===== src/rtl/cdf_pkg.sv =====
// ----------------------------------------------------------------------------
// cdf_pkg: shared definitions of the CRC-8 packet deframer
// Sizes, register indexes, status codes, queue and RAM types, CRC-8 step.
// ----------------------------------------------------------------------------
package cdf_pkg;

	localparam int MAX_PAYLOAD = 32;
	localparam int PAY_AW      = (MAX_PAYLOAD > 1) ? $clog2(MAX_PAYLOAD) : 1;
	localparam int RAM_AW      = PAY_AW + 1;
	localparam int RAM_DEPTH   = 1 << RAM_AW;
	localparam int CNT_W       = 6;
	localparam int LIM_W       = 7;
	localparam int CFG_IDX_W   = 1;
	localparam int CMDQ_AW     = 1;
	localparam int CMDQ_DEPTH  = 1 << CMDQ_AW;

	localparam logic [7:0]       CRC_POLY    = 8'h31;
	localparam logic [7:0]       CRC_INIT    = 8'h00;
	localparam logic [7:0]       SYNC_RESET  = 8'hAA;
	localparam logic [CNT_W-1:0] LIMIT_RESET = CNT_W'(32);

	typedef enum logic [CFG_IDX_W-1:0] {
		REG_SYNC  = 1'b0,
		REG_LIMIT = 1'b1
	} cfg_reg_t;

	typedef enum logic [1:0] {
		ST_GOOD = 2'd0,
		ST_CRC  = 2'd1,
		ST_LEN  = 2'd2
	} status_t;

	// One entry of the command queue between front and back
	typedef struct packed {
		status_t    status;
		logic [7:0] id;
		logic [7:0] length;
		logic       bank;
	} cmd_t;

	typedef struct packed {
		logic              en;
		logic [RAM_AW-1:0] addr;
		logic [7:0]        data;
	} wr_t;

	// Payload bank handed back once its replay has been read out
	typedef struct packed {
		logic valid;
		logic bank;
	} rel_t;

	function automatic logic [7:0] crc8_byte(input logic [7:0] crc, input logic [7:0] b);
		logic [7:0] c;
		c = crc ^ b;
		for (int k = 0; k < 8; k++) begin
			c = c[7] ? ((c << 1) ^ CRC_POLY) : (c << 1);
		end
		return c;
	endfunction

endpackage


===== src/rtl/cdf_ifs.sv =====
// ----------------------------------------------------------------------------
// cdf_ifs: channel interfaces of the CRC-8 packet deframer
// Received byte channel, result channel and register write channel.
// ----------------------------------------------------------------------------
interface cdf_rx_if;
	logic       valid;
	logic       ready;
	logic [7:0] rx_byte;
	modport source (output valid, output rx_byte, input ready);
	modport sink (input valid, input rx_byte, output ready);
endinterface

interface cdf_res_if;
	logic       valid;
	logic       ready;
	logic [1:0] frame_status;
	logic [7:0] message_id;
	logic [7:0] message_length;
	logic       has_payload;
	logic [4:0] byte_position;
	logic [7:0] payload_byte;
	logic       last;
	modport source (output valid, output frame_status, output message_id,
		output message_length, output has_payload, output byte_position,
		output payload_byte, output last, input ready);
	modport sink (input valid, input frame_status, input message_id,
		input message_length, input has_payload, input byte_position,
		input payload_byte, input last, output ready);
endinterface

interface cdf_cfg_if;
	logic                          valid;
	logic                          ready;
	logic [cdf_pkg::CFG_IDX_W-1:0] index;
	logic [7:0]                    data;
	modport source (output valid, output index, output data, input ready);
	modport sink (input valid, input index, input data, output ready);
endinterface


===== src/rtl/crc8_packet_deframer.sv =====
// ----------------------------------------------------------------------------
// crc8_packet_deframer: sync/id/length/payload/CRC-8 frame receiver
// Top level: register file, front parser, command queue, payload RAM, back.
// ----------------------------------------------------------------------------
// The parser takes one received byte per cycle. It pauses only when the
// two-entry command queue is full or when a payload byte would land in a RAM
// bank whose frame is still being replayed; the payload RAM holds two banks
// of MAX_PAYLOAD bytes, so one frame can fill while the previous one drains.
// A frame ends in one result, or in a replay of n payload bytes from the
// command queue (a registered RAM read of the first byte, then one result
// per cycle while the output is taken). Registers sync_value (index 0) and
// payload_limit (index 1) are written over the configuration channel, which
// is always ready. The RAM needs no clearing pass after reset.
module crc8_packet_deframer (
	input  logic       clk,
	input  logic       arst_n,
	cdf_rx_if.sink     rx,
	cdf_res_if.source  res,
	cdf_cfg_if.sink    cfg
);

	logic [7:0]                 sync_q;
	logic [cdf_pkg::CNT_W-1:0]  limit_q;

	logic                       push;
	logic                       pop;
	logic                       cmdq_full;
	logic                       cmdq_empty;
	cdf_pkg::cmd_t              push_cmd;
	cdf_pkg::cmd_t              head;
	cdf_pkg::wr_t               wr;
	cdf_pkg::rel_t              rel;
	logic                       rd_en;
	logic [cdf_pkg::RAM_AW-1:0] rd_addr;
	logic [7:0]                 rd_data;

	assign cfg.ready = 1'b1;

	always_ff @(posedge clk or negedge arst_n) begin
		if (!arst_n) begin
			sync_q  <= cdf_pkg::SYNC_RESET;
			limit_q <= cdf_pkg::LIMIT_RESET;
		end else if (cfg.valid && cfg.ready) begin
			unique case (cdf_pkg::cfg_reg_t'(cfg.index))
				cdf_pkg::REG_SYNC:  sync_q  <= cfg.data;
				cdf_pkg::REG_LIMIT: limit_q <= cfg.data[cdf_pkg::CNT_W-1:0];
				default:            sync_q  <= sync_q;
			endcase
		end
	end

	cdf_front u_front (
		.clk           (clk),
		.arst_n        (arst_n),
		.rx            (rx),
		.sync_value    (sync_q),
		.payload_limit (limit_q),
		.cmdq_full     (cmdq_full),
		.push          (push),
		.push_cmd      (push_cmd),
		.wr            (wr),
		.rel           (rel)
	);

	cdf_cmd_fifo u_cmdq (
		.clk      (clk),
		.arst_n   (arst_n),
		.push     (push),
		.push_cmd (push_cmd),
		.pop      (pop),
		.head     (head),
		.full     (cmdq_full),
		.empty    (cmdq_empty)
	);

	cdf_ram #(
		.WIDTH (8),
		.DEPTH (cdf_pkg::RAM_DEPTH)
	) u_ram (
		.clk     (clk),
		.wr_en   (wr.en),
		.wr_addr (wr.addr),
		.wr_data (wr.data),
		.rd_en   (rd_en),
		.rd_addr (rd_addr),
		.rd_data (rd_data)
	);

	cdf_back u_back (
		.clk     (clk),
		.arst_n  (arst_n),
		.empty   (cmdq_empty),
		.head    (head),
		.pop     (pop),
		.rd_en   (rd_en),
		.rd_addr (rd_addr),
		.rd_data (rd_data),
		.rel     (rel),
		.res     (res)
	);

	a_no_push_full: assert property (@(posedge clk) disable iff (!arst_n)
		push |-> !cmdq_full)
		else $error("command pushed into a full queue");

	a_no_pop_empty: assert property (@(posedge clk) disable iff (!arst_n)
		pop |-> !cmdq_empty)
		else $error("command popped from an empty queue");

	a_single_is_last: assert property (@(posedge clk) disable iff (!arst_n)
		(res.valid && !res.has_payload) |-> res.last)
		else $error("status result without last mark");

	a_replay_good: assert property (@(posedge clk) disable iff (!arst_n)
		(res.valid && res.has_payload) |-> (res.frame_status == cdf_pkg::ST_GOOD))
		else $error("payload byte carried with error status");

endmodule


===== src/rtl/cdf_ram.sv =====
// ----------------------------------------------------------------------------
// cdf_ram: generic simple dual-port RAM
// One write port, one read port with registered read data.
// ----------------------------------------------------------------------------
module cdf_ram #(
	parameter int WIDTH = 8,
	parameter int DEPTH = 64
) (
	input  logic                     clk,
	input  logic                     wr_en,
	input  logic [$clog2(DEPTH)-1:0] wr_addr,
	input  logic [WIDTH-1:0]         wr_data,
	input  logic                     rd_en,
	input  logic [$clog2(DEPTH)-1:0] rd_addr,
	output logic [WIDTH-1:0]         rd_data
);

	logic [WIDTH-1:0] mem_q [DEPTH];

	always_ff @(posedge clk) begin
		if (wr_en) begin
			mem_q[wr_addr] <= wr_data;
		end
		// hold read data while no read is issued
		if (rd_en) begin
			rd_data <= mem_q[rd_addr];
		end
	end

endmodule


===== src/rtl/cdf_front.sv =====
// ----------------------------------------------------------------------------
// cdf_front: frame parser
// Hunts for sync, takes id, length, payload and CRC byte, stores the payload
// in one of two RAM banks and queues one command per finished frame.
// ----------------------------------------------------------------------------
module cdf_front (
	input  logic                      clk,
	input  logic                      arst_n,
	cdf_rx_if.sink                    rx,
	input  logic [7:0]                sync_value,
	input  logic [cdf_pkg::CNT_W-1:0] payload_limit,
	input  logic                      cmdq_full,
	output logic                      push,
	output cdf_pkg::cmd_t             push_cmd,
	output cdf_pkg::wr_t              wr,
	input  cdf_pkg::rel_t             rel
);

	typedef enum logic [4:0] {
		PH_SYNC = 5'b00001,
		PH_ID   = 5'b00010,
		PH_LEN  = 5'b00100,
		PH_PAY  = 5'b01000,
		PH_CRC  = 5'b10000
	} phase_t;

	phase_t                    phase_q;
	logic [7:0]                id_q;
	logic [cdf_pkg::CNT_W-1:0] len_q;
	logic [cdf_pkg::CNT_W-1:0] cnt_q;
	logic [7:0]                crc_q;
	logic                      bank_q;
	logic [1:0]                busy_q;

	logic                      accept;
	logic [7:0]                b;
	logic [cdf_pkg::LIM_W-1:0] lim;
	logic                      too_long;
	logic [cdf_pkg::CNT_W-1:0] cnt_next;
	logic                      crc_ok;
	logic                      set_busy;

	assign b        = rx.rx_byte;
	assign rx.ready = !cmdq_full && !((phase_q == PH_PAY) && busy_q[bank_q]);
	assign accept   = rx.valid && rx.ready;

	assign lim = (cdf_pkg::LIM_W'(payload_limit) < cdf_pkg::LIM_W'(cdf_pkg::MAX_PAYLOAD)) ?
		cdf_pkg::LIM_W'(payload_limit) : cdf_pkg::LIM_W'(cdf_pkg::MAX_PAYLOAD);
	assign too_long = b > 8'(lim);
	assign cnt_next = cnt_q + cdf_pkg::CNT_W'(1);
	assign crc_ok   = (crc_q == b);

	always_comb begin
		push     = 1'b0;
		set_busy = 1'b0;
		push_cmd = '{status: cdf_pkg::ST_GOOD, id: id_q, length: 8'(len_q), bank: bank_q};
		if (accept && (phase_q == PH_LEN) && too_long) begin
			push            = 1'b1;
			push_cmd.status = cdf_pkg::ST_LEN;
			push_cmd.length = b;
		end else if (accept && (phase_q == PH_CRC)) begin
			push            = 1'b1;
			push_cmd.status = crc_ok ? cdf_pkg::ST_GOOD : cdf_pkg::ST_CRC;
			set_busy        = crc_ok && (len_q != '0);
		end
	end

	assign wr.en   = accept && (phase_q == PH_PAY);
	assign wr.addr = {bank_q, cnt_q[cdf_pkg::PAY_AW-1:0]};
	assign wr.data = b;

	always_ff @(posedge clk or negedge arst_n) begin
		if (!arst_n) begin
			phase_q <= PH_SYNC;
			id_q    <= '0;
			len_q   <= '0;
			cnt_q   <= '0;
			crc_q   <= cdf_pkg::CRC_INIT;
			bank_q  <= 1'b0;
		end else if (accept) begin
			unique case (phase_q)
				PH_ID: begin
					id_q    <= b;
					crc_q   <= cdf_pkg::crc8_byte(cdf_pkg::CRC_INIT, b);
					phase_q <= PH_LEN;
				end
				PH_LEN: begin
					cnt_q <= '0;
					if (too_long) begin
						phase_q <= PH_SYNC;
					end else begin
						len_q   <= b[cdf_pkg::CNT_W-1:0];
						crc_q   <= cdf_pkg::crc8_byte(crc_q, b);
						phase_q <= (b == 8'd0) ? PH_CRC : PH_PAY;
					end
				end
				PH_PAY: begin
					crc_q <= cdf_pkg::crc8_byte(crc_q, b);
					cnt_q <= cnt_next;
					if (cnt_next >= len_q) begin
						phase_q <= PH_CRC;
					end
				end
				PH_CRC: begin
					// swap banks so the next frame fills while this one replays
					if (set_busy) begin
						bank_q <= !bank_q;
					end
					phase_q <= PH_SYNC;
				end
				default: begin
					phase_q <= (b == sync_value) ? PH_ID : PH_SYNC;
				end
			endcase
		end
	end

	always_ff @(posedge clk or negedge arst_n) begin
		if (!arst_n) begin
			busy_q <= '0;
		end else begin
			for (int k = 0; k < 2; k++) begin
				if (set_busy && (bank_q == 1'(k))) begin
					busy_q[k] <= 1'b1;
				end else if (rel.valid && (rel.bank == 1'(k))) begin
					busy_q[k] <= 1'b0;
				end
			end
		end
	end

endmodule


===== src/rtl/cdf_cmd_fifo.sv =====
// ----------------------------------------------------------------------------
// cdf_cmd_fifo: command queue
// Short first-in first-out queue of frame commands between front and back.
// ----------------------------------------------------------------------------
module cdf_cmd_fifo (
	input  logic          clk,
	input  logic          arst_n,
	input  logic          push,
	input  cdf_pkg::cmd_t push_cmd,
	input  logic          pop,
	output cdf_pkg::cmd_t head,
	output logic          full,
	output logic          empty
);

	cdf_pkg::cmd_t              mem_q [cdf_pkg::CMDQ_DEPTH];
	logic [cdf_pkg::CMDQ_AW-1:0] wptr_q;
	logic [cdf_pkg::CMDQ_AW-1:0] rptr_q;
	logic [cdf_pkg::CMDQ_AW:0]   cnt_q;

	assign head  = mem_q[rptr_q];
	assign full  = (cnt_q == (cdf_pkg::CMDQ_AW + 1)'(cdf_pkg::CMDQ_DEPTH));
	assign empty = (cnt_q == '0);

	always_ff @(posedge clk) begin
		if (push) begin
			mem_q[wptr_q] <= push_cmd;
		end
	end

	always_ff @(posedge clk or negedge arst_n) begin
		if (!arst_n) begin
			wptr_q <= '0;
			rptr_q <= '0;
			cnt_q  <= '0;
		end else begin
			if (push) begin
				wptr_q <= wptr_q + 1'b1;
			end
			if (pop) begin
				rptr_q <= rptr_q + 1'b1;
			end
			unique case ({push, pop})
				2'b10:   cnt_q <= cnt_q + 1'b1;
				2'b01:   cnt_q <= cnt_q - 1'b1;
				default: cnt_q <= cnt_q;
			endcase
		end
	end

endmodule


===== src/rtl/cdf_back.sv =====
// ----------------------------------------------------------------------------
// cdf_back: result generator
// Takes queued commands and issues results: one status result, or a replay
// of the stored payload read from RAM one byte per cycle while results are taken.
// ----------------------------------------------------------------------------
module cdf_back (
	input  logic                       clk,
	input  logic                       arst_n,
	input  logic                       empty,
	input  cdf_pkg::cmd_t              head,
	output logic                       pop,
	output logic                       rd_en,
	output logic [cdf_pkg::RAM_AW-1:0] rd_addr,
	input  logic [7:0]                 rd_data,
	output cdf_pkg::rel_t              rel,
	cdf_res_if.source                  res
);

	typedef enum logic [1:0] {
		B_IDLE = 2'b01,
		B_DATA = 2'b10
	} bstate_t;

	bstate_t                   state_q;
	cdf_pkg::cmd_t             cmd_q;
	logic [cdf_pkg::CNT_W-1:0] idx_q;
	logic [cdf_pkg::CNT_W-1:0] idx_next;

	logic                      out_valid_q;
	logic [1:0]                out_status_q;
	logic [7:0]                out_id_q;
	logic [7:0]                out_len_q;
	logic                      out_has_q;
	logic [4:0]                out_pos_q;
	logic [7:0]                out_byte_q;
	logic                      out_last_q;

	logic                      out_free;
	logic                      replay;
	logic                      load_single;
	logic                      load_byte;
	logic                      is_last;

	assign out_free = !out_valid_q || res.ready;
	assign replay   = (head.status == cdf_pkg::ST_GOOD) && (head.length != 8'd0);
	assign idx_next = idx_q + cdf_pkg::CNT_W'(1);
	assign is_last  = (8'(idx_next) == cmd_q.length);

	always_comb begin
		pop         = 1'b0;
		rd_en       = 1'b0;
		rd_addr     = {head.bank, {cdf_pkg::PAY_AW{1'b0}}};
		load_single = 1'b0;
		load_byte   = 1'b0;
		rel         = '{valid: 1'b0, bank: cmd_q.bank};
		unique case (state_q)
			B_DATA: begin
				if (out_free) begin
					load_byte = 1'b1;
					if (is_last) begin
						rel.valid = 1'b1;
					end else begin
						// fetch the next byte while this one goes out
						rd_en   = 1'b1;
						rd_addr = {cmd_q.bank, idx_next[cdf_pkg::PAY_AW-1:0]};
					end
				end
			end
			default: begin
				if (!empty) begin
					if (replay) begin
						pop   = 1'b1;
						rd_en = 1'b1;
					end else if (out_free) begin
						pop         = 1'b1;
						load_single = 1'b1;
					end
				end
			end
		endcase
	end

	always_ff @(posedge clk or negedge arst_n) begin
		if (!arst_n) begin
			state_q     <= B_IDLE;
			out_valid_q <= 1'b0;
		end else begin
			if (load_single || load_byte) begin
				out_valid_q <= 1'b1;
			end else if (res.ready) begin
				out_valid_q <= 1'b0;
			end
			unique case (state_q)
				B_DATA: begin
					if (load_byte && is_last) begin
						state_q <= B_IDLE;
					end
				end
				default: begin
					state_q <= (pop && replay) ? B_DATA : B_IDLE;
				end
			endcase
		end
	end

	always_ff @(posedge clk) begin
		if (pop && replay) begin
			cmd_q <= head;
			idx_q <= '0;
		end else if (load_byte) begin
			idx_q <= idx_next;
		end
		if (load_single) begin
			out_status_q <= head.status;
			out_id_q     <= head.id;
			out_len_q    <= head.length;
			out_has_q    <= 1'b0;
			out_pos_q    <= '0;
			out_byte_q   <= '0;
			out_last_q   <= 1'b1;
		end else if (load_byte) begin
			out_status_q <= cdf_pkg::ST_GOOD;
			out_id_q     <= cmd_q.id;
			out_len_q    <= cmd_q.length;
			out_has_q    <= 1'b1;
			out_pos_q    <= idx_q[4:0];
			out_byte_q   <= rd_data;
			out_last_q   <= is_last;
		end
	end

	assign res.valid          = out_valid_q;
	assign res.frame_status   = out_status_q;
	assign res.message_id     = out_id_q;
	assign res.message_length = out_len_q;
	assign res.has_payload    = out_has_q;
	assign res.byte_position  = out_pos_q;
	assign res.payload_byte   = out_byte_q;
	assign res.last           = out_last_q;

endmodule

===== src/flat_wrapper.sv =====
// flat-port wrapper written by rule: the top's interface ports become plain ports
module crc8_packet_deframer_flat 
  (clk, arst_n, rx_valid, rx_rx_byte, rx_ready, res_valid, res_frame_status, res_message_id, res_message_length, res_has_payload, res_byte_position, res_payload_byte, res_last, res_ready, cfg_valid, cfg_index, cfg_data, cfg_ready);
  cdf_rx_if rx_i ();
  cdf_res_if res_i ();
  cdf_cfg_if cfg_i ();
  input  logic clk;
  input  logic arst_n;
  input wire logic [$bits(rx_i.valid)-1:0] rx_valid;
  input wire logic [$bits(rx_i.rx_byte)-1:0] rx_rx_byte;
  output wire logic [$bits(rx_i.ready)-1:0] rx_ready;
  output wire logic [$bits(res_i.valid)-1:0] res_valid;
  output wire logic [$bits(res_i.frame_status)-1:0] res_frame_status;
  output wire logic [$bits(res_i.message_id)-1:0] res_message_id;
  output wire logic [$bits(res_i.message_length)-1:0] res_message_length;
  output wire logic [$bits(res_i.has_payload)-1:0] res_has_payload;
  output wire logic [$bits(res_i.byte_position)-1:0] res_byte_position;
  output wire logic [$bits(res_i.payload_byte)-1:0] res_payload_byte;
  output wire logic [$bits(res_i.last)-1:0] res_last;
  input wire logic [$bits(res_i.ready)-1:0] res_ready;
  input wire logic [$bits(cfg_i.valid)-1:0] cfg_valid;
  input wire logic [$bits(cfg_i.index)-1:0] cfg_index;
  input wire logic [$bits(cfg_i.data)-1:0] cfg_data;
  output wire logic [$bits(cfg_i.ready)-1:0] cfg_ready;
  assign rx_i.valid = rx_valid;
  assign rx_i.rx_byte = rx_rx_byte;
  assign rx_ready = rx_i.ready;
  assign res_valid = res_i.valid;
  assign res_frame_status = res_i.frame_status;
  assign res_message_id = res_i.message_id;
  assign res_message_length = res_i.message_length;
  assign res_has_payload = res_i.has_payload;
  assign res_byte_position = res_i.byte_position;
  assign res_payload_byte = res_i.payload_byte;
  assign res_last = res_i.last;
  assign res_i.ready = res_ready;
  assign cfg_i.valid = cfg_valid;
  assign cfg_i.index = cfg_index;
  assign cfg_i.data = cfg_data;
  assign cfg_ready = cfg_i.ready;
  crc8_packet_deframer u_core (.clk(clk), .arst_n(arst_n), .rx(rx_i), .res(res_i), .cfg(cfg_i));
endmodule

===== config.mk =====
export PLATFORM = sky130hd
export DESIGN_NAME = crc8_packet_deframer_flat
export DESIGN_NICKNAME = d
export VERILOG_FILES = /design/src/rtl/cdf_pkg.sv /design/src/rtl/cdf_ifs.sv /design/src/rtl/crc8_packet_deframer.sv /design/src/rtl/cdf_ram.sv /design/src/rtl/cdf_front.sv /design/src/rtl/cdf_cmd_fifo.sv /design/src/rtl/cdf_back.sv /design/src/flat_wrapper.sv
export SDC_FILE = /design/constraint.sdc
export NUM_CORES = 1
export LEC_CHECK = 0
export ABC_AREA = 0
export BUFFER_PORTS_ARGS = -buffer_cell sky130_fd_sc_hd__buf_2
export CAP_MARGIN = 10
export CORE_MARGIN = 10
export CORE_UTILIZATION = 57
export DETAILED_ROUTE_END_ITERATION = 6
export PLACE_DENSITY = 0.74
export SYNTH_ARGS = -nofsm -noshare
export SYNTH_HDL_FRONTEND = slang
export SYNTH_SLANG_ARGS = --single-unit

===== constraint.sdc =====
create_clock -name clk -period 4.2 [get_ports clk]
set_input_delay 0.63 -clock clk [delete_from_list [all_inputs] [get_ports clk]]
set_output_delay 0.63 -clock clk [all_outputs]
set_load 0.03 [all_outputs]

==> results.yml <==
outcome:
  status: "completed"
logic_synthesis:
  yosysSeqAreaShare: 0.701
  synthArstFlopShare: 0.0849
  syn-instance-count: 2042
  synth_seq_cells: 671
  ys.flop_type: "edfxtp_1"
  synth.distinct_cells: 76
  synth_area_sq_um: 28100
  syn-num-nets: 2079
  yosysWarningCount: 0
  synth_edf_count: 593
  synth_area_per_cell_sq_um: 13.7
timing:
  tightest_slew_ns: 1.21
  finalHoldViolations: 0
  final-max-slew-violation-count: 0
  min_period_ns: 4.09
  setup_viol: 0
  finClkSkew_ns: 0.0258
  min_period_over_period: 0.973
  rsz0062_at_grt: "yes"
  max_freq_mhz: 245
  relSlewSlack: 0.191
clock_network:
  cts-root-buf: "clkbuf_16"
  clkTransAtPathRegs_ns: 0.06
  cts_buffer_depth: 3
  cts_tree: "yes"
  ctsHoldBuffers: 0
  cts_setup_buffers: 0
  htreeDepth: 3
  clkSinkCount: 671
  clock_latency_ns: 0.62
  cts_made_buffers: 68
  cts_resized: 0
floorplanning:
  core_area_sq_um: 48800
  die_width_microns: 242
  start_util: 0.574
  placementRows: 81
  io_pins: 58
  die-height_microns: 242
  die-area_sq_um: 58500
global_route:
  grt_max_degree: 73
  track_usage: 0.273
  grt_pass1_wl_microns: 120000
  grt_pass1_vias: 18700
  antenna_found_initial: 2
  grt_overflow: 0
critical_path:
  crit_type: "reg -> reg"
  worstPathRequired_ns: 4.57
  setup.worst_path.end_class: "register"
  critPathLaunch: "u_core.u_back.idx_q[1]$_SDFFE_PP0P_"
  reg2regPathDepth: 11
  r2r-start: "u_core.u_back.idx_q[1]$_SDFFE_PP0P_"
  regToRegSetupSlack_ns: 0.11
  cp-start-kind: "register"
  reg2reg_to: "u_core.u_ram.rd_data[1]$_DFFE_PP_"
  critPathMaxFanout: 25
  cp.arrival_ns: 4.46
power:
  total_power_mw: 16.6
  leakage_nw: 11.6
  ir_drop_uv: 351
  power_density_nw_per_um2: 516
drt:
  viasPerCell: 6.45
  drt-total-wl_microns: 81300
  ant_nets: 0
  drtIter0Drc: 2459
  drc_errors: 0
  firstDrtPassIters: 6
  wire_per_inst_microns: 28.0
  vias: 18700
final_layout:
  stdcell_area_sq_um: 32100
  diodes: 0
  nNetsFinal: 2224
  drive_gt1_frac: 0.187
  final_core_util: 0.658
  area_growth_pct: 14.5
placement:
  place_area_sq_um: 29800
  portBuffers: 56
  hpwl_microns: 52800
  gp_congestion: 0.978
job:
  cap_viol_max_count: 0
min_path:
  hold_class: "in -> async"
-- where the power goes --
group,switching [mW],internal [mW]
logic,1.76,0.822
registers,0.190,7.62
clock network,2.54,3.64
total,4.49,12.1
-- cells by family (layout without fill, tap and decap cells) --
group	count (synthesis)	after routing	share of synthesized area
flops	671	671	0.701
simple gates	631	631	0.100
compound gates	344	344	0.0868
buf+inv	155	356	0.0233
mux	153	153	0.0589
xor+xnor	72	72	0.0227
fa+ha+maj	15	15	0.00669
other cells	1	1	0.000134
-- flip-flops by register name, indices dropped and copies added, names as in the netlist, 5 cells and up --
name / count
u_core.limit_q: 6
u_core.sync_q: 8
u_core.u_back.cmd_q: 16
u_core.u_back.idx_q: 6
u_core.u_back.res.byte_position: 5
u_core.u_back.res.message_id: 8
u_core.u_back.res.message_length: 8
u_core.u_back.res.payload_byte: 8
u_core.u_cmdq.mem_q: 38
u_core.u_front.cnt_q: 6
u_core.u_front.crc_q: 8
u_core.u_front.id_q: 8
u_core.u_front.len_q: 6
u_core.u_front.phase_q: 5
u_core.u_ram.mem_q: 512
u_core.u_ram.rd_data: 8
-- cells in the mapped netlist (all sizes together), types with 18 or more instances --
cell	instances	area, sq um
xnor2	41	367
a211o	18	158
mux2i	75	751
a31oi	37	231
o21ai	65	325
nand3	92	465
mux2	76	856
dfrtp	50	1250
clkbuf	76	288
a21oi	41	209
edfxtp	593	17800
nor2	132	495
nand4	22	138
inv	25	93.8
xor2	31	272
dfxtp	21	420
and3	32	200
nand2	280	1050
nor3	20	115
a211oi	22	165
buf	53	269
-- layout by cell type, fill, tap and decap left out, types with 12 or more instances in the layout --
cell,instances
a211o_1,18
a211oi_1,22
a21oi_1,40
a22o_1,17
a31oi_1,37
a32oi_1,13
and3_1,32
buf_2,56
buf_4,143
clkbuf_1,13
clkbuf_16,71
clkinv_2,15
dfrtp_1,50
dfxtp_1,20
edfxtp_1,593
ha_1,15
inv_1,25
mux2_2,76
mux2i_1,75
nand2_1,279
nand3_1,89
nand4_1,22
nor2_1,128
nor2b_1,13
nor3_1,14
o2111ai_1,13
o211ai_1,16
o21ai_0,62
o221ai_1,15
o22ai_1,12
xnor2_1,40
xor2_1,31
-- worst max-delay path by stage --
stage	endpoint	slack [ns]	cells after the start
floorplan	u_core.u_cmdq.mem_q[1][0]$_DFFE_PP_	0.76	12
global placement	u_core.u_ram.rd_data[1]$_DFFE_PP_	0.37	9
detailed placement	u_core.u_ram.rd_data[7]$_DFFE_PP_	0.27	12
CTS	u_core.u_ram.mem_q[36][0]$_DFFE_PP_	0.25	7
global route	u_core.u_ram.mem_q[36][0]$_DFFE_PP_	-0.07	7
finish	u_core.u_ram.rd_data[1]$_DFFE_PP_	0.11	11
-- through the flow --
| step | setup TNS [ns] | cells | worst slack, ns | hold WS [ns] |
|---|---|---|---|---|
| finish | 0 | 2907 | 0.115 | 0.182 |
| global route | -0.957 | 2907 | -0.0671 | 0.240 |
| CTS | 0 | 2907 | 0.245 | 0.188 |
| detailed placement | 0 | 2781 | 0.272 | 0.453 |
| global placement | 0 | 2781 | 0.372 | 0.444 |
| floorplan | 0 | 2042 | 0.764 | 0.334 |
-- worst max-delay path, cell delays in order, from the launching register on --
cell	delay, ns
dfxtp_1	0.44
ha_1	0.30
xor2_1	0.17
or4_1	0.43
nor3_2	0.23
o211ai_1	0.40
nand2_4	0.49
buf_4	0.31
mux2_2	0.36
o221ai_1	0.19
nand3_1	0.21
a32o_1	0.30
-- final cells by class --
class | count | area (sq um)
clock buffers | 86 | 1850
inverters | 26 | 97.6
flip-flops and latches | 671 | 19700
repair buffers | 204 | 1450
fillers | 3454 | 16700
clock inverters | 40 | 427
multi-input cells | 1216 | 7790
well taps | 664 | 831
-- routing by layer --
metal,share of wire,wire [microns],GRT usage
met4,0.053,4310,0.137
met1,0.36,29600,0.345
met5,0.00015,12,0
met3,0.11,8870,0.0681
met2,0.47,38400,0.434
Power figures use the tool's default switching activity.
